$ cat config.mk
export PLATFORM = sky130hd
export DESIGN_NAME = cth_front
export DESIGN_NICKNAME = d
export VERILOG_FILES = /design/src/hdl/cth_pkg.sv /design/src/hdl/cth_front.sv
export SDC_FILE = /design/constraint.sdc
export NUM_CORES = 1
export LEC_CHECK = 0
export BUFFER_PORTS_ARGS = -buffer_cell sky130_fd_sc_hd__buf_2
export CAP_MARGIN = 20
export CORE_ASPECT_RATIO = 1.2
export CORE_MARGIN = 1
export CORE_UTILIZATION = 29
export DETAILED_ROUTE_END_ITERATION = 12
export GPL_TIMING_DRIVEN = 0
export MAX_ROUTING_LAYER = met4
export PLACE_DENSITY = 0.79
export SYNTH_ARGS = -nofsm -noshare
export SYNTH_HDL_FRONTEND = slang
export SYNTH_SLANG_ARGS = --single-unit
$ cat constraint.sdc
create_clock -name clk -period 1.8 [get_ports clk]
set_input_delay 0.09 -clock clk [delete_from_list [all_inputs] [get_ports clk]]
set_output_delay 0.09 -clock clk [all_outputs]
set_load 0.005 [all_outputs]
$ cat src/hdl/cth_pkg.sv
// ----------------------------------------------------------------------------
// cth_pkg: shared types and constants of the crypt table string hash
// Seed constants, table generator constants, register map and queue entry.
// ----------------------------------------------------------------------------
package cth_pkg;

	localparam int BYTE_W       = 8;
	localparam int WORD_W       = 32;
	localparam int SECT_W       = 3;
	localparam int GEN_SECTIONS = 5;

	// running seeds
	localparam logic [WORD_W-1:0] SEED1_INIT = 32'h7FED7FED;
	localparam logic [WORD_W-1:0] SEED2_INIT = 32'hEEEEEEEE;
	localparam logic [WORD_W-1:0] SEED_INC   = 32'd3;
	localparam int                SEED_SHIFT = 5;

	// case folding, C locale
	localparam logic [BYTE_W-1:0] CHAR_LOWER_A = 8'h61;
	localparam logic [BYTE_W-1:0] CHAR_LOWER_Z = 8'h7A;
	localparam logic [BYTE_W-1:0] CASE_OFFSET  = 8'h20;

	// table generator: s = (s*125 + 3) mod 0x2AAAAB, done as three times-5 steps
	localparam int                LCG_W        = 22;
	localparam logic [LCG_W-1:0]  LCG_MOD      = 22'h2AAAAB;
	localparam logic [LCG_W-1:0]  LCG_SEED     = 22'h100001;
	localparam logic [1:0]        LCG_LAST_SUB = 2'd2;
	localparam logic [BYTE_W-1:0] INDEX_LAST   = 8'hFF;

	// register map
	localparam logic REG_HASH_TYPE = 1'b0;

	// front to back queue
	localparam int QUEUE_DEPTH = 4;
	localparam int QPTR_W      = 2;
	localparam int QCNT_W      = 3;

	typedef struct packed {
		logic [BYTE_W-1:0] ch;
		logic              last;
		logic [WORD_W-1:0] word;
	} item_t;

endpackage

$ cat src/hdl/cth_front.sv
// ----------------------------------------------------------------------------
// cth_front: byte intake of the crypt table string hash
// Folds case, picks the table section, reads the table and queues the request.
// ----------------------------------------------------------------------------
module cth_front #(
	parameter int TYPE_COUNT = 5,
	parameter int ADDR_W     = 11
) (
	input  logic                        clk,
	input  logic                        arst_n,
	input  logic                        push,
	output logic                        full,
	input  logic [cth_pkg::BYTE_W-1:0]  key_byte,
	input  logic                        last_byte,
	input  logic [cth_pkg::SECT_W-1:0]  hash_type,
	input  logic                        table_busy,
	input  logic [cth_pkg::QCNT_W-1:0]  q_count,
	output logic                        rd_en,
	output logic [ADDR_W-1:0]           rd_addr,
	input  logic [cth_pkg::WORD_W-1:0]  rd_data,
	output logic                        q_push,
	output cth_pkg::item_t              q_item
);

	logic                        valid_s1;
	logic [cth_pkg::BYTE_W-1:0]  ch_s1;
	logic                        last_s1;

	logic                        accept;
	logic [cth_pkg::BYTE_W-1:0]  ch_fold;
	logic [cth_pkg::SECT_W-1:0]  sect;
	logic [10:0]                 addr_full;
	logic [cth_pkg::QCNT_W:0]    pending;

	// queue slots already spoken for, including the request still in the table read
	assign pending = {1'b0, q_count} + (cth_pkg::QCNT_W+1)'(valid_s1);
	assign full    = table_busy || (pending >= (cth_pkg::QCNT_W+1)'(cth_pkg::QUEUE_DEPTH));
	assign accept  = push && !full;

	always_comb begin
		if ((key_byte >= cth_pkg::CHAR_LOWER_A) && (key_byte <= cth_pkg::CHAR_LOWER_Z)) begin
			ch_fold = key_byte - cth_pkg::CASE_OFFSET;
		end else begin
			ch_fold = key_byte;
		end
		// saturate out-of-range section selects
		if (hash_type >= cth_pkg::SECT_W'(TYPE_COUNT)) begin
			sect = cth_pkg::SECT_W'(TYPE_COUNT - 1);
		end else begin
			sect = hash_type;
		end
	end

	assign addr_full = {sect, ch_fold};
	assign rd_en     = accept;
	assign rd_addr   = addr_full[ADDR_W-1:0];

	always_ff @(posedge clk or negedge arst_n) begin
		if (!arst_n) begin
			valid_s1 <= 1'b0;
		end else begin
			valid_s1 <= accept;
		end
	end

	always_ff @(posedge clk) begin
		if (accept) begin
			ch_s1   <= ch_fold;
			last_s1 <= last_byte;
		end
	end

	assign q_push       = valid_s1;
	assign q_item.ch    = ch_s1;
	assign q_item.last  = last_s1;
	assign q_item.word  = rd_data;

endmodule

==> results.txt <==
status = finished, final reports clean
Setup violations, final = 0
IO Port Bufs = 73
total negative setup slack = 0 ns
Setup WS post-layout = 0.124 ns
Worst Setup EP = rd_en
Final #Nets = 199
Internal = 455 µW
sequential power share = 45.0%
worst-margin pin slew = 0.475 ns
Clock power frac = 25.1%
RR Startpoint = q_push
CP startpoint = q_push
Distinct cells, synth = 16
Std-Cell Core Area = 2280 µm²
DRT Pass-1 Iters = 6
drt via density = 3.94
Critical Path Max Stage Delay = 0.39 ns
EDFF count, synth = 9
crit start category = flip-flop
MaxCap Viol Count = 0
PwrDens = 509 nW/µm²
post-synthesis cell count = 67
non-filler instance count after layout = 177
final hold vios = 0
synth top area cells = buf_4 (41%), edfxtp_1 (39%), dfrtp_1 (3.6%)
# H-tree levels = 1
Static Leak = 0.644 nW
Synth Cell Area = 694 µm²
Reg2Reg Setup Slack = 0.32 ns
1st-iter DRT viols = 4
# fillers = 225
Num CTS Buffers = 3
HPWL Detailed = 1470 µm
Syn Area/Cell = 10.4 µm²
CTS tree = done
crit-path cells = a311o_1 > nor2_2 > buf_2
effective utilization at floorplan = 30.4%
Final min period = 1.68 ns
min-delay src = key_byte[4]
Final Max Slew Viols = 0
dominant cell by count in the synthesized netlist = buf_4
GRT overflow = 0
Clock Tree Root = clkbuf_4
Net Count, Synth = 119
fraction of layout cells with a size suffix above 1 = 78.8%
WS Path Type = flip-flop to output pin
Synth area leader = buf_4
synth warn = 0
Worst Path Max Fanout = 11
Clock Path Buffers = 2
sequential fraction of the synthesis area = 42.5%
Setup WS pre-CTS = 0.0818 ns
Max VDD drop = 0.200 mV
Main synth FF type = edfxtp_1
total die area = 2600 µm²
combinational group share of total power = 29.9%
DRT Wirelength = 1630 µm
Clock Sinks = 10
pin count of the biggest net entering global routing = 12
ys async rst share = 10.0%
Placed Instances = 171
Switching Power = 129 µW
crit share post-route = 93.1%
clock skew = 0.00321 ns
worst r2r dst = ch_s1[6]
Slew HR = 68.3%
slowest CP cell = nor2_2
number of global-route vias before repair = 618
FP Rows = 19
Critical Path AT = 1.59 ns
synth cell count leaders = buf_4 (38), edfxtp_1 (9), inv_1 (3)
I/O pins = 106
CTS clk-pin slew, worst paths = 0.06 ns
GP Congestion = 0.703
sw frac = 22.1%
initial antenna violation count = 0
Area Overhead vs Synth = 65.2%
DRC Markers = 0
Hold/Removal Path Class = input port to flip-flop
Die Y-Extent = 55.6 µm
Diodes inserted = 0
Total GRT Usage = 12.8%
RSZ-0062 raised after global routing = no
Fmax = 0.597 GHz
worst reg2reg path depth = 2
clock latency on the worst-skew pair = 0.26 ns
flops & latches, synth = 10
Worst EP required = 1.71 ns
post-synth top area share = 41.1%
via count = 697
global-route wire length before repair = 2260 µm
Die Wd = 46.7 µm
wire per inst = 9.21 µm
CP Capture Type = output pin
DRT antenna net count = 0
[stage by stage]
stage               power, mW  hold slack (ns)  instance area (µm²)  utilization (%)
floorplan               0.357           -0.206                  694                -
global route            0.617           0.0551                 1150             50.3
CTS                     0.596           0.0436                 1150             50.3
detailed placement      0.441           -0.135                 1100             48.1
finish                  0.584           0.0556                 1150             50.3
global placement        0.437           -0.134                 1100             48.1
[layout by cell type, fill, tap and decap left out, types with 2 or more instances in the layout]
cell and instances:
o31a_1 2, dlygate4sd3_1 2, edfxtp_1 9, clkbuf_4 3, buf_4 38, nor2b_1 2, nand2_1 2, buf_2 73
inv_1 3
[worst min path at each step]
| stage | to | slack, ns | cells after the start |
|---|---|---|---|
| 2_1_floorplan | q_push | -0.21 | 0 |
| 3_3_place_gp | q_push | -0.13 | 1 |
| 3_5_place_dp | q_push | -0.14 | 1 |
| 4_1_cts | ch_s1[4] | 0.04 | 1 |
| 5_1_grt | ch_s1[0] | 0.06 | 1 |
| 6_report | ch_s1[4] | 0.06 | 1 |
[repair_timing]
| action | in CTS | in global routing |
|---|---|---|
| hold endpoints to repair | 2 | 0 |
| setup buffers | 0 | 0 |
| setup endpoints to repair | 1 | 0 |
| hold buffers | 2 | 0 |
| resized for setup | 1 | 0 |
[final cells by class]
class	instances	area, µm²	share of cell area (%)
clock inverter	1	3.75	0.327
tap	31	38.8	3.38
timing repair buffer	75	385	33.6
buffer	39	289	25.2
inverter	3	11.3	0.981
multi-input combinational	15	101	8.83
clock buffer	3	22.5	1.96
sequential	10	295	25.7
[worst max-delay path: cells and delay by family, from the launching register on]
kind / cells / cell delay, ns
flops: 1 / 0.37
buf+inv: 1 / 0.20
simple gates: 1 / 0.39
compound gates: 1 / 0.37
[state kept, by name (all words and copies together), names as in the netlist]
register / count
last_s1: 1
ch_s1: 8
q_push: 1
[power by group through the flow]
stage	clock network (mW)	logic [mW]	registers (mW)
6_report	0.146	0.175	0.263
5_1_grt	0.161	0.192	0.264
4_1_cts	0.156	0.177	0.263
3_5_place_dp	0	0.172	0.268
3_3_place_gp	0	0.169	0.268
2_1_floorplan	0	0.0880	0.269
[logic make-up after synthesis]
group                      share of synthesized area (%)
buffers and inverters                               43.2
DFF                                                 42.5
and+or+nand+nor                                     5.40
AOI/OAI and AO/OA                                   7.03
adders and majority gates                           1.80
[metal layers]
| layer | up-vias | GRT usage (%) | share of wire (%) |
|---|---|---|---|
| met5 | - | - | 0 |
| met4 | 0 | 8.57 | 1.2 |
| met3 | 2 | 1.95 | 9.3 |
| met2 | 61 | 23.6 | 57 |
| met1 | 291 | 10.6 | 33 |
| li1 | 343 | - | - |
Power figures use the tool's default switching activity.
