**src/hdl/cth_pkg.sv**
```systemverilog
// ----------------------------------------------------------------------------
// cth_pkg: shared types and constants of the crypt table string hash
// Seed constants, table generator constants, register map and queue entry.
// ----------------------------------------------------------------------------
package cth_pkg;

	localparam int BYTE_W       = 8;
	localparam int WORD_W       = 32;
	localparam int SECT_W       = 3;
	localparam int GEN_SECTIONS = 5;

	// running seeds
	localparam logic [WORD_W-1:0] SEED1_INIT = 32'h7FED7FED;
	localparam logic [WORD_W-1:0] SEED2_INIT = 32'hEEEEEEEE;
	localparam logic [WORD_W-1:0] SEED_INC   = 32'd3;
	localparam int                SEED_SHIFT = 5;

	// case folding, C locale
	localparam logic [BYTE_W-1:0] CHAR_LOWER_A = 8'h61;
	localparam logic [BYTE_W-1:0] CHAR_LOWER_Z = 8'h7A;
	localparam logic [BYTE_W-1:0] CASE_OFFSET  = 8'h20;

	// table generator: s = (s*125 + 3) mod 0x2AAAAB, done as three times-5 steps
	localparam int                LCG_W        = 22;
	localparam logic [LCG_W-1:0]  LCG_MOD      = 22'h2AAAAB;
	localparam logic [LCG_W-1:0]  LCG_SEED     = 22'h100001;
	localparam logic [1:0]        LCG_LAST_SUB = 2'd2;
	localparam logic [BYTE_W-1:0] INDEX_LAST   = 8'hFF;

	// register map
	localparam logic REG_HASH_TYPE = 1'b0;

	// front to back queue
	localparam int QUEUE_DEPTH = 4;
	localparam int QPTR_W      = 2;
	localparam int QCNT_W      = 3;

	typedef struct packed {
		logic [BYTE_W-1:0] ch;
		logic              last;
		logic [WORD_W-1:0] word;
	} item_t;

endpackage

```
**src/hdl/cth_queue.sv**
```systemverilog
// ----------------------------------------------------------------------------
// cth_queue: short request queue between intake and seed update
// Four-entry circular buffer of folded bytes with their table words.
// ----------------------------------------------------------------------------
module cth_queue (
	input  logic                        clk,
	input  logic                        arst_n,
	input  logic                        push,
	input  cth_pkg::item_t              push_item,
	input  logic                        pop,
	output logic                        head_valid,
	output cth_pkg::item_t              head_item,
	output logic [cth_pkg::QCNT_W-1:0]  count
);

	cth_pkg::item_t              slot_q [cth_pkg::QUEUE_DEPTH];
	logic [cth_pkg::QPTR_W-1:0]  wr_ptr_q;
	logic [cth_pkg::QPTR_W-1:0]  rd_ptr_q;
	logic [cth_pkg::QCNT_W-1:0]  cnt_q;

	logic do_pop;

	assign head_valid = (cnt_q != '0);
	assign do_pop     = pop && head_valid;

	always_ff @(posedge clk or negedge arst_n) begin
		if (!arst_n) begin
			wr_ptr_q <= '0;
			rd_ptr_q <= '0;
			cnt_q    <= '0;
		end else begin
			if (push) begin
				wr_ptr_q <= wr_ptr_q + 1'b1;
			end
			if (do_pop) begin
				rd_ptr_q <= rd_ptr_q + 1'b1;
			end
			if (push && !do_pop) begin
				cnt_q <= cnt_q + 1'b1;
			end else if (!push && do_pop) begin
				cnt_q <= cnt_q - 1'b1;
			end
		end
	end

	always_ff @(posedge clk) begin
		if (push) begin
			slot_q[wr_ptr_q] <= push_item;
		end
	end

	assign head_item = slot_q[rd_ptr_q];
	assign count     = cnt_q;

`ifndef NO_ASSERTIONS
	a_no_overflow: assert property (@(posedge clk) disable iff (!arst_n)
		(cnt_q == cth_pkg::QCNT_W'(cth_pkg::QUEUE_DEPTH)) |-> (!push || do_pop))
		else $error("request queue written while full");
	a_count_bound: assert property (@(posedge clk) disable iff (!arst_n)
		push |=> (cnt_q != '0))
		else $error("request queue empty right after a write");
`endif

endmodule

```
**config.mk**
```make
export PLATFORM = sky130hd
export DESIGN_NAME = cth_queue
export DESIGN_NICKNAME = d
export VERILOG_FILES = /design/src/hdl/cth_pkg.sv /design/src/hdl/cth_queue.sv
export SDC_FILE = /design/constraint.sdc
export NUM_CORES = 1
export LEC_CHECK = 0
export BUFFER_PORTS_ARGS = -buffer_cell sky130_fd_sc_hd__buf_2
export CAP_MARGIN = 10
export CORE_MARGIN = 1.5
export CORE_UTILIZATION = 50
export DETAILED_ROUTE_END_ITERATION = 16
export PLACE_DENSITY = 0.71
export SETUP_SLACK_MARGIN = 0.4
export SLEW_MARGIN = 5
export SYNTH_ARGS = -nofsm -noshare
export SYNTH_HDL_FRONTEND = slang
export SYNTH_SLANG_ARGS = --single-unit
```
**constraint.sdc**
```tcl
create_clock -name clk -period 2.43 [get_ports clk]
set_clock_uncertainty 0.05 [all_clocks]
set_input_delay 0.243 -clock clk [delete_from_list [all_inputs] [get_ports clk]]
set_output_delay 0.243 -clock clk [all_outputs]
set_load 0.005 [all_outputs]
```
==> tab_implementation.tex <==
\begin{tabular}{lr}
\hline
Metric & Value \\
\hline
\multicolumn{2}{l}{\textbf{Timing}} \\
Final count of negative-setup-slack endpoints & 0 \\
Setup total negative slack & 0 ns \\
Period minus WS final & 2.11 ns \\
Hold violation total from the final report & 0 \\
Share of the cycle needed by the critical path after routing & 86.6\% \\
Worst slack on hold paths & 0.0305 ns \\
Worst-case setup margin in the final layout & 0.325 ns \\
Worst slew margin & 67.7\% \\
Max-slew violation count & 0 \\
Slew of the pin with the lowest slew margin & 0.485 ns \\
Maximum clock rate & 0.475 GHz \\
RSZ-0062 raised after global routing & yes \\
\multicolumn{2}{l}{\textbf{Detailed routing}} \\
Met1 routed wirelength after detailed routing & 5030 um \\
Drc violations & 0 \\
Routed WL per cell & 18.8 um \\
Sum of routed wire length over all layers & 11200 um \\
Final ANT Viol Nets & 0 \\
Routed vias/inst & 5.10 \\
Met3 Routed Length & 424 um \\
Top layer reached by signal wires & met4 \\
Starting DRC count in detailed routing & 176 \\
Detailed-router iteration count before antenna repair & 4 \\
Met2 WL & 5590 um \\
Routed via count & 3044 \\
\multicolumn{2}{l}{\textbf{Min path}} \\
Class of the worst hold path & input port to flop \\
\multicolumn{2}{l}{\textbf{Synthesis}} \\
Fraction of the mapped netlist area in simple logic gates & 0.748\% \\
Ranking of synthesized cells by area & sky130\_fd\_sc\_hd\_\_edfxtp\_1 (77\%), sky130\_fd\_sc\_hd\_\_mux4\_2 (13\%), sky130\_fd\_sc\_hd\_\_dfrtp\_1 (2.8\%) \\
Count of unique library cells instantiated by Yosys & 20 \\
Fraction of post-synthesis cell area in the top cell type by area & 77.4\% \\
Register bit total from synthesis & 171 \\
Sequential-to-total area share from yosys stat & 80.2\% \\
Fraction of synthesized area in multiplexers & 14.9\% \\
Adder-cell area share of the yosys netlist & 1.30\% \\
Post-synthesis xor/xnor area fraction & 0.826\% \\
Largest family of logic cells by synthesized area & multiplexers \\
Share of the synthesized area in compound gates (AO/OA/AOI/OAI) & 0.0787\% \\
Top FF cell, synth & sky130\_fd\_sc\_hd\_\_edfxtp\_1 \\
Number of synthesized flops with an enable pin & 164 \\
Synthesized area divided by synthesized cell count & 25.6 um2 \\
Synth Net Count & 299 \\
Library cell occupying the most area in the post-synthesis netlist & sky130\_fd\_sc\_hd\_\_edfxtp\_1 \\
Number of standard cells after synthesis & 248 \\
Number of warnings printed during yosys synthesis & 0 \\
Cell area after synthesis & 6360 um2 \\
Proportion of synthesized flip-flops having asynchronous set or reset & 4.09\% \\
\multicolumn{2}{l}{\textbf{Worst setup path}} \\
Arrival time at the worst endpoint & 1.81 ns \\
WP data required & 2.14 ns \\
Critical Path End Type & output port \\
Highest fanout seen on the critical path & 6 \\
Buffers \& Inverters on Critical Path & 3 \\
Kind of cell with the highest combined delay on the critical path & flip-flops \\
Category of the worst setup path launch point & flop \\
Cells traversed along the worst timing path & buf\_12, clkbuf\_16, mux4\_2, buf\_2 \\
Slowest CP cell & sky130\_fd\_sc\_hd\_\_dfrtp\_4 \\
CP Class & flop to output port \\
Worst stage delay on the critical path & 0.50 ns \\
\multicolumn{2}{l}{\textbf{Cells and area}} \\
Antenna Cells & 0 \\
Area used by sequential logic in the layout & 5100 um2 \\
Fill count & 850 \\
Number of nets in the finished design & 463 \\
Area of combinational cells with multiple inputs & 1150 um2 \\
Final design utilization & 65.9\% \\
Share of final-layout standard cells stronger than drive strength 1 & 45.2\% \\
Synth-to-Final Area Change & 29.7\% \\
\multicolumn{2}{l}{\textbf{Floorplanning}} \\
Height of the die & 116 um \\
Die width & 116 um \\
Die ar. & 13400 um2 \\
Floorplan row count & 41 \\
Boundary pin count & 90 \\
Effective utilization at floorplan & 50.8\% \\
Area of the core & 12500 um2 \\
\multicolumn{2}{l}{\textbf{Clock tree}} \\
CTS tree & done \\
Clock-pin slew of the registers on the worst-case setup and hold paths & 0.06 ns \\
H-tree Lvls & 4 \\
Clock sink total & 171 \\
Clock latency reported for the late side of the worst-skew pair & 0.41 ns \\
Root buffer cell & sky130\_fd\_sc\_hd\_\_clkbuf\_16 \\
Max Buffers Root-to-Sink & 2 \\
Number of CTS-inserted buffers & 17 \\
\multicolumn{2}{l}{\textbf{GRT}} \\
Initial antenna violation count & 0 \\
Overflow left after global routing & 0 \\
Total routing resource utilization after global routing & 17.5\% \\
Pin count of the biggest net entering global routing & 27 \\
Vias in the first global route & 3226 \\
Global-route wire length before repair & 16500 um \\
\multicolumn{2}{l}{\textbf{Place}} \\
DP Worst Slack & 0.225 ns \\
Weighted congestion at the end of routability-driven global placement & 0.742 \\
HPWL after detailed placement & 6430 um \\
Port Buf Inserts & 89 \\
\multicolumn{2}{l}{\textbf{Power}} \\
Maximum vdd ir drop & 0.000878 V \\
Leakage power & 2.94 nW \\
Power per unit of standard cell area & 1160 nW/um2 \\
\multicolumn{2}{l}{\textbf{Run}} \\
Reported max-cap violation count & 0 \\
\multicolumn{2}{l}{\textbf{Status}} \\
Status & completed \\
\hline
\end{tabular}
==> through the flow <==
stage | total power, mW | cell area [um2] | std cells
2_1_floorplan | 5.71 | 6370 | 248
3_3_place_gp | 6.59 | 7070 | 511
3_5_place_dp | 6.65 | 7070 | 511
4_1_cts | 9.40 | 8110 | 591
5_1_grt | 10.1 | 8250 | 597
6_report | 9.59 | 8250 | 597
==> routing by layer <==
metal  global-route usage (%)  up-vias
met3                     4.39       13
met5                        0        -
met1                     23.0     1575
met2                     27.8       80
met4                     8.13        0
li1                         -     1376
==> power by group <==
group          internal [mW]  switching [mW]  leakage, nW  total (mW)
logic                   1.62            1.35         1.07        2.98
registers               3.87           0.147         1.59        4.02
clock network           1.60           0.994        0.283        2.59
==> cells in the mapped netlist, types with 2 or more instances <==
| library cell | n |
|---|---|
| sky130_fd_sc_hd__mux4_1 | 3 |
| sky130_fd_sc_hd__xor2_1 | 3 |
| sky130_fd_sc_hd__ha_1 | 5 |
| sky130_fd_sc_hd__edfxtp_1 | 164 |
| sky130_fd_sc_hd__xnor2_1 | 3 |
| sky130_fd_sc_hd__inv_1 | 3 |
| sky130_fd_sc_hd__mux4_2 | 38 |
| sky130_fd_sc_hd__and2_1 | 4 |
| sky130_fd_sc_hd__dfrtp_1 | 7 |
| sky130_fd_sc_hd__buf_2 | 4 |
| sky130_fd_sc_hd__nand2_1 | 2 |
| sky130_fd_sc_hd__buf_12 | 4 |
==> cells by family after synthesis <==
| kind of cell | count (synthesis) |
|---|---|
| AOI/OAI and AO/OA | 1 |
| xor gates and xnor gates | 6 |
| adders and majority gates | 6 |
| buffers and inverters | 13 |
| DFF | 171 |
| muxes | 42 |
| and+or+nand+nor | 9 |
==> worst reg2reg max path, cell delays in order, from the launching register on <==
cell                      delay [ns]
sky130_fd_sc_hd__dfrtp_1        0.38
sky130_fd_sc_hd__or3_4          0.41
sky130_fd_sc_hd__nand2_4        0.10
sky130_fd_sc_hd__ha_4           0.13
sky130_fd_sc_hd__inv_1          0.05
sky130_fd_sc_hd__fa_2           0.34
sky130_fd_sc_hd__xor2_1         0.16
sky130_fd_sc_hd__nor2_1         0.07
sky130_fd_sc_hd__xor2_1         0.16
==> worst paths after layout <==
check / slack, ns / to / start / cells past startpoint
worst min-delay path: 0.03 / slot_q[2][33]$_DFFE_PP_ / push_item[33] / 1
worst max-delay path: 0.32 / head_item[17] / rd_ptr_q[0]$_DFFE_PN0P_ / 4
min in group asynchronous: 0.16 / count[0]$_DFFE_PN0P_ / arst_n / 2
worst max register to register: 0.47 / count[2]$_DFFE_PN0P_ / count[0]$_DFFE_PN0P_ / 8
worst min register to register: 0.46 / count[2]$_DFFE_PN0P_ / count[2]$_DFFE_PN0P_ / 1
max in group asynchronous: 2.00 / rd_ptr_q[0]$_DFFE_PN0P_ / arst_n / 2
==> cell usage in the layout, fill, tap and decap left out, types with 3 or more instances in the layout <==
| cell | netlist | layout |
|---|---|---|
| sky130_fd_sc_hd__dfrtp_1 | 7 | 5 |
| sky130_fd_sc_hd__buf_4 | 0 | 10 |
| sky130_fd_sc_hd__buf_6 | 1 | 7 |
| sky130_fd_sc_hd__mux4_2 | 38 | 41 |
| sky130_fd_sc_hd__inv_1 | 3 | 3 |
| sky130_fd_sc_hd__clkbuf_1 | 1 | 5 |
| sky130_fd_sc_hd__dlygate4sd3_1 | 0 | 41 |
| sky130_fd_sc_hd__buf_12 | 4 | 7 |
| sky130_fd_sc_hd__clkinv_2 | 0 | 6 |
| sky130_fd_sc_hd__xor2_1 | 3 | 3 |
| sky130_fd_sc_hd__buf_2 | 4 | 88 |
| sky130_fd_sc_hd__edfxtp_1 | 164 | 164 |
| sky130_fd_sc_hd__and2_2 | 0 | 4 |
| sky130_fd_sc_hd__xnor2_1 | 3 | 3 |
| sky130_fd_sc_hd__bufinv_16 | 0 | 3 |
| sky130_fd_sc_hd__ha_1 | 5 | 4 |
| sky130_fd_sc_hd__clkbuf_16 | 0 | 19 |
==> registers in the layout, indices dropped and copies added (netlist names) <==
register  count
rd_ptr_q      2
count         3
slot_q      164
wr_ptr_q      2
==> what timing repair did <==
item	4_1_cts	5_1_grt
cloned	0	3
pin swaps	3	1
hold endpoints to repair	166	0
resized for setup	5	14
hold buffers	41	0
endpoints found under the setup margin	38	42
buffers inserted	7	3
==> final cells by class <==
| class | instances | share of cell area, % |
|---|---|---|
| sequential | 171 | 61.9 |
| timing repair buffer | 155 | 14.5 |
| multi-input combinational | 64 | 14.0 |
| clock buffer | 22 | 5.38 |
| tap | 172 | 2.61 |
| clock inverter | 10 | 1.50 |
| inverter | 3 | 0.137 |
No activity file was read; power rests on OpenSTA's default activity.
