File: src/hdl/cth_pkg.sv
// ----------------------------------------------------------------------------
// cth_pkg: shared types and constants of the crypt table string hash
// Seed constants, table generator constants, register map and queue entry.
// ----------------------------------------------------------------------------
package cth_pkg;

	localparam int BYTE_W       = 8;
	localparam int WORD_W       = 32;
	localparam int SECT_W       = 3;
	localparam int GEN_SECTIONS = 5;

	// running seeds
	localparam logic [WORD_W-1:0] SEED1_INIT = 32'h7FED7FED;
	localparam logic [WORD_W-1:0] SEED2_INIT = 32'hEEEEEEEE;
	localparam logic [WORD_W-1:0] SEED_INC   = 32'd3;
	localparam int                SEED_SHIFT = 5;

	// case folding, C locale
	localparam logic [BYTE_W-1:0] CHAR_LOWER_A = 8'h61;
	localparam logic [BYTE_W-1:0] CHAR_LOWER_Z = 8'h7A;
	localparam logic [BYTE_W-1:0] CASE_OFFSET  = 8'h20;

	// table generator: s = (s*125 + 3) mod 0x2AAAAB, done as three times-5 steps
	localparam int                LCG_W        = 22;
	localparam logic [LCG_W-1:0]  LCG_MOD      = 22'h2AAAAB;
	localparam logic [LCG_W-1:0]  LCG_SEED     = 22'h100001;
	localparam logic [1:0]        LCG_LAST_SUB = 2'd2;
	localparam logic [BYTE_W-1:0] INDEX_LAST   = 8'hFF;

	// register map
	localparam logic REG_HASH_TYPE = 1'b0;

	// front to back queue
	localparam int QUEUE_DEPTH = 4;
	localparam int QPTR_W      = 2;
	localparam int QCNT_W      = 3;

	typedef struct packed {
		logic [BYTE_W-1:0] ch;
		logic              last;
		logic [WORD_W-1:0] word;
	} item_t;

endpackage

File: src/hdl/cth_back.sv
// ----------------------------------------------------------------------------
// cth_back: seed update and result register of the crypt table string hash
// Folds a request a cycle into the seeds unless a last byte waits; holds hash.
// ----------------------------------------------------------------------------
module cth_back (
	input  logic                        clk,
	input  logic                        arst_n,
	input  logic                        head_valid,
	input  cth_pkg::item_t              head_item,
	output logic                        q_pop,
	output logic                        empty,
	input  logic                        pop,
	output logic [cth_pkg::WORD_W-1:0]  hash_value
);

	logic [cth_pkg::WORD_W-1:0] first_seed_q;
	logic [cth_pkg::WORD_W-1:0] second_seed_q;
	logic [cth_pkg::WORD_W-1:0] hash_q;
	logic                       out_valid_q;

	logic                       take;
	logic                       out_taken;
	logic [cth_pkg::WORD_W-1:0] first_new;
	logic [cth_pkg::WORD_W-1:0] second_new;

	assign out_taken = pop && out_valid_q;
	// a last byte waits until the result register is free or being drained
	assign take      = head_valid && (!head_item.last || !out_valid_q || pop);
	assign q_pop     = take;

	always_comb begin
		first_new  = head_item.word ^ (first_seed_q + second_seed_q);
		second_new = cth_pkg::WORD_W'(head_item.ch) + first_new + second_seed_q
			+ (second_seed_q << cth_pkg::SEED_SHIFT) + cth_pkg::SEED_INC;
	end

	always_ff @(posedge clk or negedge arst_n) begin
		if (!arst_n) begin
			first_seed_q  <= cth_pkg::SEED1_INIT;
			second_seed_q <= cth_pkg::SEED2_INIT;
			out_valid_q   <= 1'b0;
		end else begin
			if (take) begin
				if (head_item.last) begin
					first_seed_q  <= cth_pkg::SEED1_INIT;
					second_seed_q <= cth_pkg::SEED2_INIT;
				end else begin
					first_seed_q  <= first_new;
					second_seed_q <= second_new;
				end
			end
			if (take && head_item.last) begin
				out_valid_q <= 1'b1;
			end else if (out_taken) begin
				out_valid_q <= 1'b0;
			end
		end
	end

	always_ff @(posedge clk) begin
		if (take && head_item.last) begin
			hash_q <= first_new;
		end
	end

	assign empty      = !out_valid_q;
	assign hash_value = hash_q;

`ifndef NO_ASSERTIONS
	a_result_shown: assert property (@(posedge clk) disable iff (!arst_n)
		(take && head_item.last) |=> !empty)
		else $error("finished hash not presented");
	a_seed_reload: assert property (@(posedge clk) disable iff (!arst_n)
		(take && head_item.last) |=> ((first_seed_q == cth_pkg::SEED1_INIT)
			&& (second_seed_q == cth_pkg::SEED2_INIT)))
		else $error("seeds not reloaded after last byte");
`endif

endmodule

File: config.mk
export PLATFORM = sky130hd
export DESIGN_NAME = cth_back
export DESIGN_NICKNAME = d
export VERILOG_FILES = /design/src/hdl/cth_pkg.sv /design/src/hdl/cth_back.sv
export SDC_FILE = /design/constraint.sdc
export NUM_CORES = 1
export LEC_CHECK = 0
export BUFFER_PORTS_ARGS = -buffer_cell sky130_fd_sc_hd__buf_2
export CAP_MARGIN = 25
export CORE_MARGIN = 2
export CORE_UTILIZATION = 43
export CTS_CLUSTER_SIZE = 28
export DETAILED_ROUTE_END_ITERATION = 16
export PLACE_DENSITY = 0.67
export SETUP_SLACK_MARGIN = 0.5
export SYNTH_ARGS = -nofsm -noshare
export SYNTH_HDL_FRONTEND = slang
export SYNTH_SLANG_ARGS = --single-unit
File: constraint.sdc
create_clock -name clk -period 5.26 [get_ports clk]
set_clock_uncertainty 0.05 [all_clocks]
set_input_delay 0.789 -clock clk [delete_from_list [all_inputs] [get_ports clk]]
set_output_delay 0.789 -clock clk [all_outputs]
set_load 0.01 [all_outputs]
==> run_results.csv, run 1 <==
group,metric,value,unit
outcome,outcome,"finished, violations left",
outcome,violations,"setup timing",
routing,drc_errors,0,
critical_path,arrival,5.53,ns
finish,layout_commonest_cell,"buf_4",
timing,fin_crit_sh,100,%
die,io_pins,79,
critical_path,cp_slowest_cell,"dfrtp_1",
hold_path,worstHoldEndpoint,"first_seed_q[0]$_DFFE_PN1P_",
critical_path,cp.required,5.51,ns
hold_path,holdPathStages,2,
die,core,18600,um^2
global_route,grt_pass1_wl,36.5,mm
clock_tree,tritoncts,"yes",
synth,synth_seq_area_share,32.6,%
clock_tree,cts_buffers,9,
synth,synthCells,854,
die,rows,50,
critical_path,path_class,"flip-flop to flip-flop",
timing,relSlewSlack,37.7,%
timing,totalNegativeSetupSlack,-0.0228,ns
finish,diodes,0,
critical_path,worst-path-max-fanout,3,
global_route,antenna_found_initial,0,
synth,ys_top_cells_by_area,"dfstp_2 16%, ha_1 14%, edfxtp_1 12%",
clock_tree,root_buffer,"clkbuf_16",
synth,syn_avg_cell_area,9.52,um^2
routing,drtAntennaViolNets,0,
die,die_w,142,um
routing,vias,7220,
clock_tree,htree_levels,3,
job,maxCapViolations,0,
finish,final_cell_mix,"144 x buf_4, 112 x inv_1, 78 x buf_2",
finish,finalNetCount,1240,
global_route,grt_pass1_vias,7177,
synth,synth_ff_type,"dfstp_2",
place,gp_congestion,0.922,
timing,tightest_slew,0.934,ns
finish,drive_gt1_share,38.4,%
clock_tree,cts.path.max_buffers,2,
synth,synth-edff-count,32,
clock_tree,clk_pin_slew,0.07,ns
global_route,grt_max_degree,37,
critical_path,crit_path_start_kind,"flip-flop",
synth,syn_nets,1024,
die,die_area,20000,um^2
synth,synth_top_area_share,16.2,%
clock_tree,insertion_delay,0.37,ns
global_route,grt_use_total,23.3,%
critical_path,reg2reg_slack,-0.02,ns
timing,holdWs,0.429,ns
die,dieHeight,142,um
timing,rsz0062_at_grt,"yes",
timing,fmax,0.189,GHz
synth,syn_area,8130,um^2
finish,syn2layout_area_growth,35.2,%
timing,hold_violations,0,
routing,drt_iter0_drc,501,
timing,slew_violations,0,
hold_path,hp-start,"first_seed_q[0]$_DFFE_PN1P_",
finish,n_fill_cell,1542,
place,dp_hpwl,15.8,mm
clock_tree,clock_sinks,97,
routing,drt_pass1_iterations,5,
critical_path,r2r_end,"first_seed_q[14]$_DFFE_PN1P_",
hold_path,hp-class,"flip-flop to flip-flop",
critical_path,crit_path_frequent_cell,"buf_4",
synth,synth_top_area_cell,"dfstp_2",
synth,ys_types,59,
die,start_util,43.6,%
timing,setup_slack,-0.0228,ns
routing,wirelength,23.6,mm
timing,setup_viol,1,
synth,async_flop_share,67.0,%
finish,utilization,59.0,%
critical_path,end_kind,"flip-flop",
critical_path,reg2reg_from,"second_seed_q[0]$_DFFE_PN0P_",
synth,synth-seq-cells,97,
place,numPortBuffers,78,
routing,vias_per_cell,5.52,
critical_path,r2r_cells,33,
critical_path,critPathMaxStageDelay,0.42,ns
global_route,grt.overflow.total,0,
timing,period_needed,5.28,ns
synth,ys_warn_count,0,
routing,wl_per_cell,18.0,um
-- worst max path at each step --
stage | start | endpoint | slack [ns]
3_3_place_gp | second_seed_q[0]$_DFFE_PN0P_ | second_seed_q[29]$_DFFE_PN1P_ | 0.03
5_1_grt | second_seed_q[0]$_DFFE_PN0P_ | second_seed_q[31]$_DFFE_PN1P_ | -0.18
2_1_floorplan | second_seed_q[0]$_DFFE_PN0P_ | second_seed_q[29]$_DFFE_PN1P_ | 0.17
6_report | second_seed_q[0]$_DFFE_PN0P_ | first_seed_q[14]$_DFFE_PN1P_ | -0.02
3_5_place_dp | second_seed_q[0]$_DFFE_PN0P_ | second_seed_q[29]$_DFFE_PN1P_ | -0.08
4_1_cts | second_seed_q[0]$_DFFE_PN0P_ | second_seed_q[29]$_DFFE_PN1P_ | 0.21
-- registers in the layout, indices dropped and copies added (netlist names) --
signal	count
first_seed_q	32
hash_value	32
out_valid_q	1
second_seed_q	32
-- stage by stage --
| step | std cells | setup slack (ns) | cell area (um^2) |
|---|---|---|---|
| final | 1309 | -0.0228 | 11000 |
| after floorplan | 854 | 0.169 | 8190 |
| after global routing | 1309 | -0.177 | 11000 |
| after detailed placement | 1191 | -0.0846 | 9160 |
| after CTS | 1297 | 0.211 | 10600 |
| after global placement | 1190 | 0.0295 | 9130 |
-- Yosys cell counts, drive strengths merged, types with 5 or more instances --
master	number
nand3	18
o22ai	5
a311oi	5
a21oi	66
a22o	5
nor2b	7
or3	5
dfrtp	15
nor3	10
fa	33
nand2b	11
ha	92
nand2	36
a211oi	8
a21o	24
edfxtp	32
nor2	52
o22a	5
o21ai	42
and2	6
and3	6
o21a	8
inv	120
clkbuf	20
xnor2	62
xor2	27
dfstp	50
o211ai	11
a22oi	17
a31oi	7
-- routing by layer --
metal	vias up	part of all wire [%]	global-route usage, %
met5	-	0	0
met4	0	3.5	8.58
met3	55	4.1	3.75
met2	213	49	39.8
met1	3534	44	30.1
li1	3418	-	-
-- logic make-up after synthesis --
family / synth area share [%]
AO/OA/AOI/OAI: 19.2
AND/OR/NAND/NOR: 9.65
buffers and inverters: 6.52
adder cells (fa/ha/maj): 22.3
flip-flops: 32.6
XOR/XNOR: 9.58
multiplexers: 0.246
-- worst max-delay path: cells and delay by family, from the launching register on --
kind                       cells  cell delay, ns
xor gates and xnor gates       1            0.16
DFF                            1            0.42
adders and majority gates      2            0.52
buffers and inverters         25            3.06
AOI/OAI and AO/OA              5            1.00
-- final cells by class --
cell class                 instances  area (um^2)  area share (%)
multi-input combinational        616         5790            52.7
sequential                        97         2650            24.1
timing repair buffer             226         1530            13.9
inverter                         120          450            4.10
tap                              234          293            2.66
clock buffer                      11          243            2.21
clock inverter                     5         31.3           0.285
-- what timing repair did --
item	CTS	global route
pin swaps	64	55
resized for setup	76	60
setup endpoints to repair	14	20
buffers inserted	90	12
hold buffers	0	0
Power of run 1 is not shown: default switching activity piles up to over one toggle a cycle in this logic, so the estimate is an artifact.
==> run 2, diff against run 1 <==
--- a/config.mk
+++ b/config.mk
@@ -5,13 +5,13 @@
 export SDC_FILE = /design/constraint.sdc
 export NUM_CORES = 1
 export LEC_CHECK = 0
-export BUFFER_PORTS_ARGS = -buffer_cell sky130_fd_sc_hd__buf_2
 export CAP_MARGIN = 25
 export CORE_MARGIN = 2
 export CORE_UTILIZATION = 43
 export CTS_CLUSTER_SIZE = 28
 export DETAILED_ROUTE_END_ITERATION = 16
-export PLACE_DENSITY = 0.67
+export DONT_BUFFER_PORTS = 1
+export PLACE_DENSITY = 0.64
 export SETUP_SLACK_MARGIN = 0.5
 export SYNTH_ARGS = -nofsm -noshare
 export SYNTH_HDL_FRONTEND = slang
==> constraint.sdc (replaced) <==
create_clock -name clk -period 5.26 [get_ports clk]
set_clock_uncertainty 0.05 [all_clocks]
set_input_delay 0.263 -clock clk [delete_from_list [all_inputs] [get_ports clk]]
set_output_delay 0.263 -clock clk [all_outputs]
set_load 0.01 [all_outputs]
==> run 2 against run 1 <==
Against the previous run:
- the flow now finishes without violations
- sequential share of layout area up 3.0 points
- flip-flop and latch count stayed put
- final cell count decreased by 12%
- global-route usage decreased by 1.5 points
- hold slack lost 0.41 ns
- die area is the same
- final area shrank 11%
- via count fell by 11%
- first-iteration DRC count fell by 32%
- register-to-register slack improved by 0.17 ns
- critical path type unchanged
- largest cell class unchanged
==> run_results.csv, run 2 (same netlist as run 1, synthesis figures left out) <==
group,metric,value,unit
outcome,outcome,"finished clean",
global_route,grt_pass1_vias,6542,
place,dp_hpwl,15.5,mm
die,die_area,20000,um^2
timing,rsz0062_at_grt,"yes",
finish,drive_gt1_share,23.2,%
global_route,antenna_found_initial,0,
critical_path,worst-path-max-fanout,4,
hold_path,hp-class,"input pin to flip-flop",
routing,met1Wirelength,9.67,mm
die,start_util,43.6,%
finish,syn2layout_area_growth,20.0,%
critical_path,reg2reg_slack,0.14,ns
routing,drt_pass1_iterations,4,
finish,diodes,0,
timing,hold_violations,0,
routing,drtAntennaViolNets,0,
hold_path,holdPathStages,2,
timing,slew_violations,0,
global_route,grt.overflow.total,0,
finish,finalNetCount,1079,
finish,final_cell_mix,"119 x inv_1, 73 x ha_1, 58 x buf_4",
timing,fin_crit_sh,97.2,%
job,maxCapViolations,0,
routing,drt_iter0_drc,343,
critical_path,r2r_cells,24,
die,io_pins,79,
place,gp_congestion,0.890,
die,core,18600,um^2
clock_tree,insertion_delay,0.36,ns
hold_path,worstHoldEndpoint,"first_seed_q[0]$_DFFE_PN1P_",
routing,wl_per_cell,18.6,um
place,placed_area,8750,um^2
routing,drc_errors,0,
critical_path,cp_cell_sequence,"ha_4 > fa_2 > a21o_1 > a21boi_2 > o21ai_2 > a211o_4 > and2_4 > o21ai_2 > nand2b_1 > xnor2_2 > inv_1 > fa_1 > inv_2 > ha_4 > ha_4 > and3_4 > o211ai_1 > a311oi_2 > buf_4 > o31ai_4 > o211ai_1 > xnor2_1 > xnor2_1 > a21oi_1",
timing,totalNegativeSetupSlack,0,ns
timing,setup_viol,0,
finish,n_fill_cell,1697,
clock_tree,tritoncts,"yes",
critical_path,cp_slowest_cell,"fa_1",
clock_tree,root_buffer,"clkbuf_16",
critical_path,r2r_end,"second_seed_q[31]$_DFFE_PN1P_",
routing,vias_per_cell,5.58,
critical_path,reg2reg_from,"second_seed_q[0]$_DFFE_PN0P_",
global_route,grt_use_total,21.8,%
critical_path,end_kind,"flip-flop",
critical_path,crit_path_frequent_cell,"ha_4",
clock_tree,htree_levels,3,
routing,wirelength,21.4,mm
place,numPortBuffers,0,
critical_path,arrival,5.32,ns
clock_tree,cts_buffers,9,
clock_tree,cts.path.max_buffers,2,
clock_tree,clk_pin_slew,0.07,ns
timing,period_needed,5.12,ns
critical_path,path_class,"flip-flop to flip-flop",
global_route,grt_max_degree,66,
global_route,grt_pass1_wl,34.2,mm
place,placed_cells,1111,
critical_path,crit_path_start_kind,"flip-flop",
routing,dr_wl_met3,958,um
routing,vias,6409,
die,rows,50,
routing,top_layer,"met4",
finish,layout_commonest_cell,"inv_1",
die,die_w,142,um
die,dieHeight,142,um
timing,fmax,0.196,GHz
routing,wl_met2,10.2,mm
finish,stdcell_count,1148,
critical_path,cp.required,5.47,ns
critical_path,critPathMaxStageDelay,0.51,ns
hold_path,hp-start,"head_item[32]",
finish,final_area,9760,um^2
timing,tightest_slew,0.903,ns
finish,utilization,52.4,%
clock_tree,clock_sinks,97,
timing,relSlewSlack,39.7,%
[run 2: changes by cell type in the layout (fill, tap and decap cells not counted), moves of 5 or more]
cell / previous run / this run
ha_1: 58 / 73
inv_1: 112 / 119
buf_4: 144 / 58
ha_4: 32 / 15
a21oi_1: 50 / 55
inv_2: 8 / 1
buf_2: 78 / 0
[run 2: per-layer routing]
metal / GRT usage [%] / vias up
met4: 7.68 / 0
met2: 35.7 / 156
met1: 29.4 / 3126
met5: 0 / -
met3: 3.64 / 30
li1: - / 3097
[run 2: what timing repair did]
action | 4_1_cts | 5_1_grt
hold buffers | 5 | 0
resized for setup | 57 | 27
pin swaps | 36 | 14
endpoints found under the setup margin | 15 | 17
hold endpoints to repair | 69 | 0
setup buffers | 11 | 5
[run 2: worst max path at each step]
stage	startpoint	cells past startpoint	to	slack [ns]
after floorplan	second_seed_q[0]$_DFFE_PN0P_	25	second_seed_q[29]$_DFFE_PN1P_	0.17
after global placement	second_seed_q[0]$_DFFE_PN0P_	24	second_seed_q[23]$_DFFE_PN1P_	-0.03
after detailed placement	second_seed_q[0]$_DFFE_PN0P_	24	second_seed_q[23]$_DFFE_PN1P_	-0.04
after CTS	second_seed_q[0]$_DFFE_PN0P_	24	second_seed_q[31]$_DFFE_PN1P_	0.18
after global routing	second_seed_q[0]$_DFFE_PN0P_	22	second_seed_q[29]$_DFFE_PN1P_	-0.09
final	second_seed_q[0]$_DFFE_PN0P_	24	second_seed_q[31]$_DFFE_PN1P_	0.14
[run 2: layout make-up]
| cell class | count | area [um^2] | share of cell area, % |
|---|---|---|---|
| multi-input cells | 616 | 5500 | 56.3 |
| flip-flops and latches | 97 | 2650 | 27.1 |
| repair buffers | 65 | 542 | 5.55 |
| inverters | 120 | 450 | 4.61 |
| well taps | 234 | 293 | 3.00 |
| clock buffers | 12 | 256 | 2.63 |
| clock inverters | 4 | 75.1 | 0.769 |
[run 2: stage by stage]
step / setup WS (ns) / hold slack [ns]
2_1_floorplan: 0.169 / -0.0826
3_3_place_gp: -0.0293 / -0.0783
3_5_place_dp: -0.0363 / -0.0782
4_1_cts: 0.182 / 0.00328
5_1_grt: -0.0931 / 0.0231
6_report: 0.145 / 0.0159
[run 2: worst max-delay path, delay by kind of cell, from the launching register on]
family / cells / cell delay, ns
simple gates: 3 / 0.43
buf+inv: 3 / 0.29
xor+xnor: 3 / 0.48
fa+ha+maj: 5 / 1.54
compound gates: 10 / 1.81
flops: 1 / 0.41
Power of run 2 is left out for the same reason.
==> run 3, diff against run 2 <==
--- a/config.mk
+++ b/config.mk
@@ -6,7 +6,6 @@
 export NUM_CORES = 1
 export LEC_CHECK = 0
 export CAP_MARGIN = 25
-export CORE_MARGIN = 2
 export CORE_UTILIZATION = 43
 export CTS_CLUSTER_SIZE = 28
 export DETAILED_ROUTE_END_ITERATION = 16
==> run 3 against run 2 <==
Against the previous run:
- global-route usage is 0.44 points higher
- non-clock buffer count is 23 higher
- register-to-register slack hardly changed
- largest cell class unchanged
- sequential share of layout area is 0.60 points lower
- via count is 0.50% higher
- worst setup slack worse by 0.0096 ns
- core utilization is 2.3 points higher
- critical path depth is 2 lower
- first-iteration DRC count is 11% lower
==> run_results.csv, run 3 (same netlist as run 1, synthesis figures left out) <==
group,metric,value,unit
critical_path,cp.required,5.48,ns
timing,fin_crit_sh,97.4,%
place,placed_area,8830,um^2
finish,final_area,9980,um^2
global_route,grt.overflow.total,0,
timing,setup_viol,0,
die,core,18300,um^2
die,die_area,19500,um^2
timing,tightest_slew,0.944,ns
finish,final_cell_mix,"117 x inv_1, 76 x buf_4, 68 x ha_1",
clock_tree,clock_sinks,97,
clock_tree,htree_levels,3,
timing,fmax,0.195,GHz
routing,wl_per_cell,18.4,um
timing,relSlewSlack,36.9,%
clock_tree,cts_buffers,9,
clock_tree,cts.path.max_buffers,2,
global_route,antenna_found_initial,0,
critical_path,path_class,"flip-flop to flip-flop",
routing,vias_per_cell,5.52,
timing,slew_violations,0,
finish,multi_input_area,5570,um^2
outcome,outcome,"finished clean",
routing,vias,6441,
critical_path,arrival,5.35,ns
die,rows,49,
routing,drt_pass1_iterations,5,
clock_tree,tritoncts,"yes",
place,gp_congestion,0.863,
die,io_pins,79,
global_route,grt_use_total,22.3,%
finish,layout_commonest_cell,"inv_1",
routing,drtAntennaViolNets,0,
finish,n_fill_cell,1631,
die,dieHeight,140,um
job,maxCapViolations,0,
die,die_w,140,um
finish,seqCellArea,2650,um^2
die,start_util,44.5,%
timing,hold_violations,0,
timing,period_needed,5.12,ns
place,numPortBuffers,0,
routing,drt_iter0_drc,305,
clock_tree,insertion_delay,0.36,ns
critical_path,crit_path_start_kind,"flip-flop",
finish,diodes,0,
place,pre_cts_slack,-0.0653,ns
critical_path,worst-path-max-fanout,5,
timing,setup_slack,0.135,ns
routing,wirelength,21.4,mm
hold_path,hp-class,"input pin to flip-flop",
global_route,grt_pass1_wl,33.6,mm
global_route,grt_pass1_vias,6379,
timing,rsz0062_at_grt,"yes",
critical_path,end_kind,"flip-flop",
finish,finalNetCount,1102,
finish,syn2layout_area_growth,22.7,%
global_route,grt_max_degree,66,
clock_tree,clk_pin_slew,0.07,ns
finish,drive_gt1_share,26.6,%
clock_tree,root_buffer,"clkbuf_16",
timing,totalNegativeSetupSlack,0,ns
place,dp_hpwl,15.5,mm
finish,utilization,54.6,%
routing,drc_errors,0,
-- run 3: worst max-delay path: stages, from the launching register on --
cell and delay (ns):
dfstp_2 0.54, ha_1 0.30, a211oi_1 0.25, nor2_1 0.13
o31a_1 0.25, a211o_1 0.30, buf_6 0.15, xnor2_2 0.13
inv_1 0.10, fa_1 0.50, inv_1 0.04, ha_1 0.26
ha_1 0.30, and4_4 0.24, and3_4 0.19, o211ai_1 0.12
a311oi_2 0.36, o31ai_2 0.09, buf_4 0.17, o211ai_1 0.19
xnor2_1 0.16, xnor2_1 0.14, a21oi_1 0.08
-- run 3: what timing repair did --
item	in CTS	in global routing
hold endpoints to repair	69	0
buffers inserted	18	9
cloned	0	0
hold buffers	5	0
pin swaps	32	47
setup endpoints to repair	14	18
gates resized for setup	41	64
-- run 3: area by class of cell --
| class | count | share of cell area [%] |
|---|---|---|
| timing repair buffer | 88 | 7.27 |
| multi-input combinational | 616 | 55.8 |
| clock inverter | 7 | 0.702 |
| inverter | 120 | 4.51 |
| sequential | 97 | 26.6 |
| clock buffer | 9 | 2.26 |
| tap | 229 | 2.87 |
-- run 3: path summary, 6_finish.rpt --
| kind | startpoint | endpoint | slack [ns] | cells after the start |
|---|---|---|---|---|
| max in group asynchronous | arst_n | second_seed_q[10]$_DFFE_PN1P_ | 4.38 | 2 |
| min in group asynchronous | arst_n | second_seed_q[24]$_DFFE_PN0P_ | 0.44 | 2 |
| hold / removal | head_item[32] | second_seed_q[1]$_DFFE_PN1P_ | 0.02 | 2 |
| setup reg to reg | second_seed_q[9]$_DFFE_PN1P_ | second_seed_q[31]$_DFFE_PN1P_ | 0.14 | 22 |
| setup / recovery | second_seed_q[9]$_DFFE_PN1P_ | second_seed_q[31]$_DFFE_PN1P_ | 0.14 | 22 |
| hold reg to reg | first_seed_q[0]$_DFFE_PN1P_ | first_seed_q[0]$_DFFE_PN1P_ | 0.42 | 2 |
-- run 3: layer usage --
layer | track usage, % | part of all wire (%) | up-vias
met1 | 30.2 | 47 | 3154
met4 | 8.04 | 2.1 | 0
met3 | 2.58 | 3.8 | 25
met2 | 36.7 | 48 | 124
li1 | - | - | 3138
met5 | 0 | 0 | -
-- run 3: metrics by stage --
step / instances / hold WS, ns
final: 1166 / 0.0167
after global routing: 1166 / 0.0170
after CTS: 1157 / 0.0117
after detailed placement: 1118 / -0.0784
after global placement: 1117 / -0.0789
after floorplan: 854 / -0.0826
Power of run 3 is left out for the same reason.
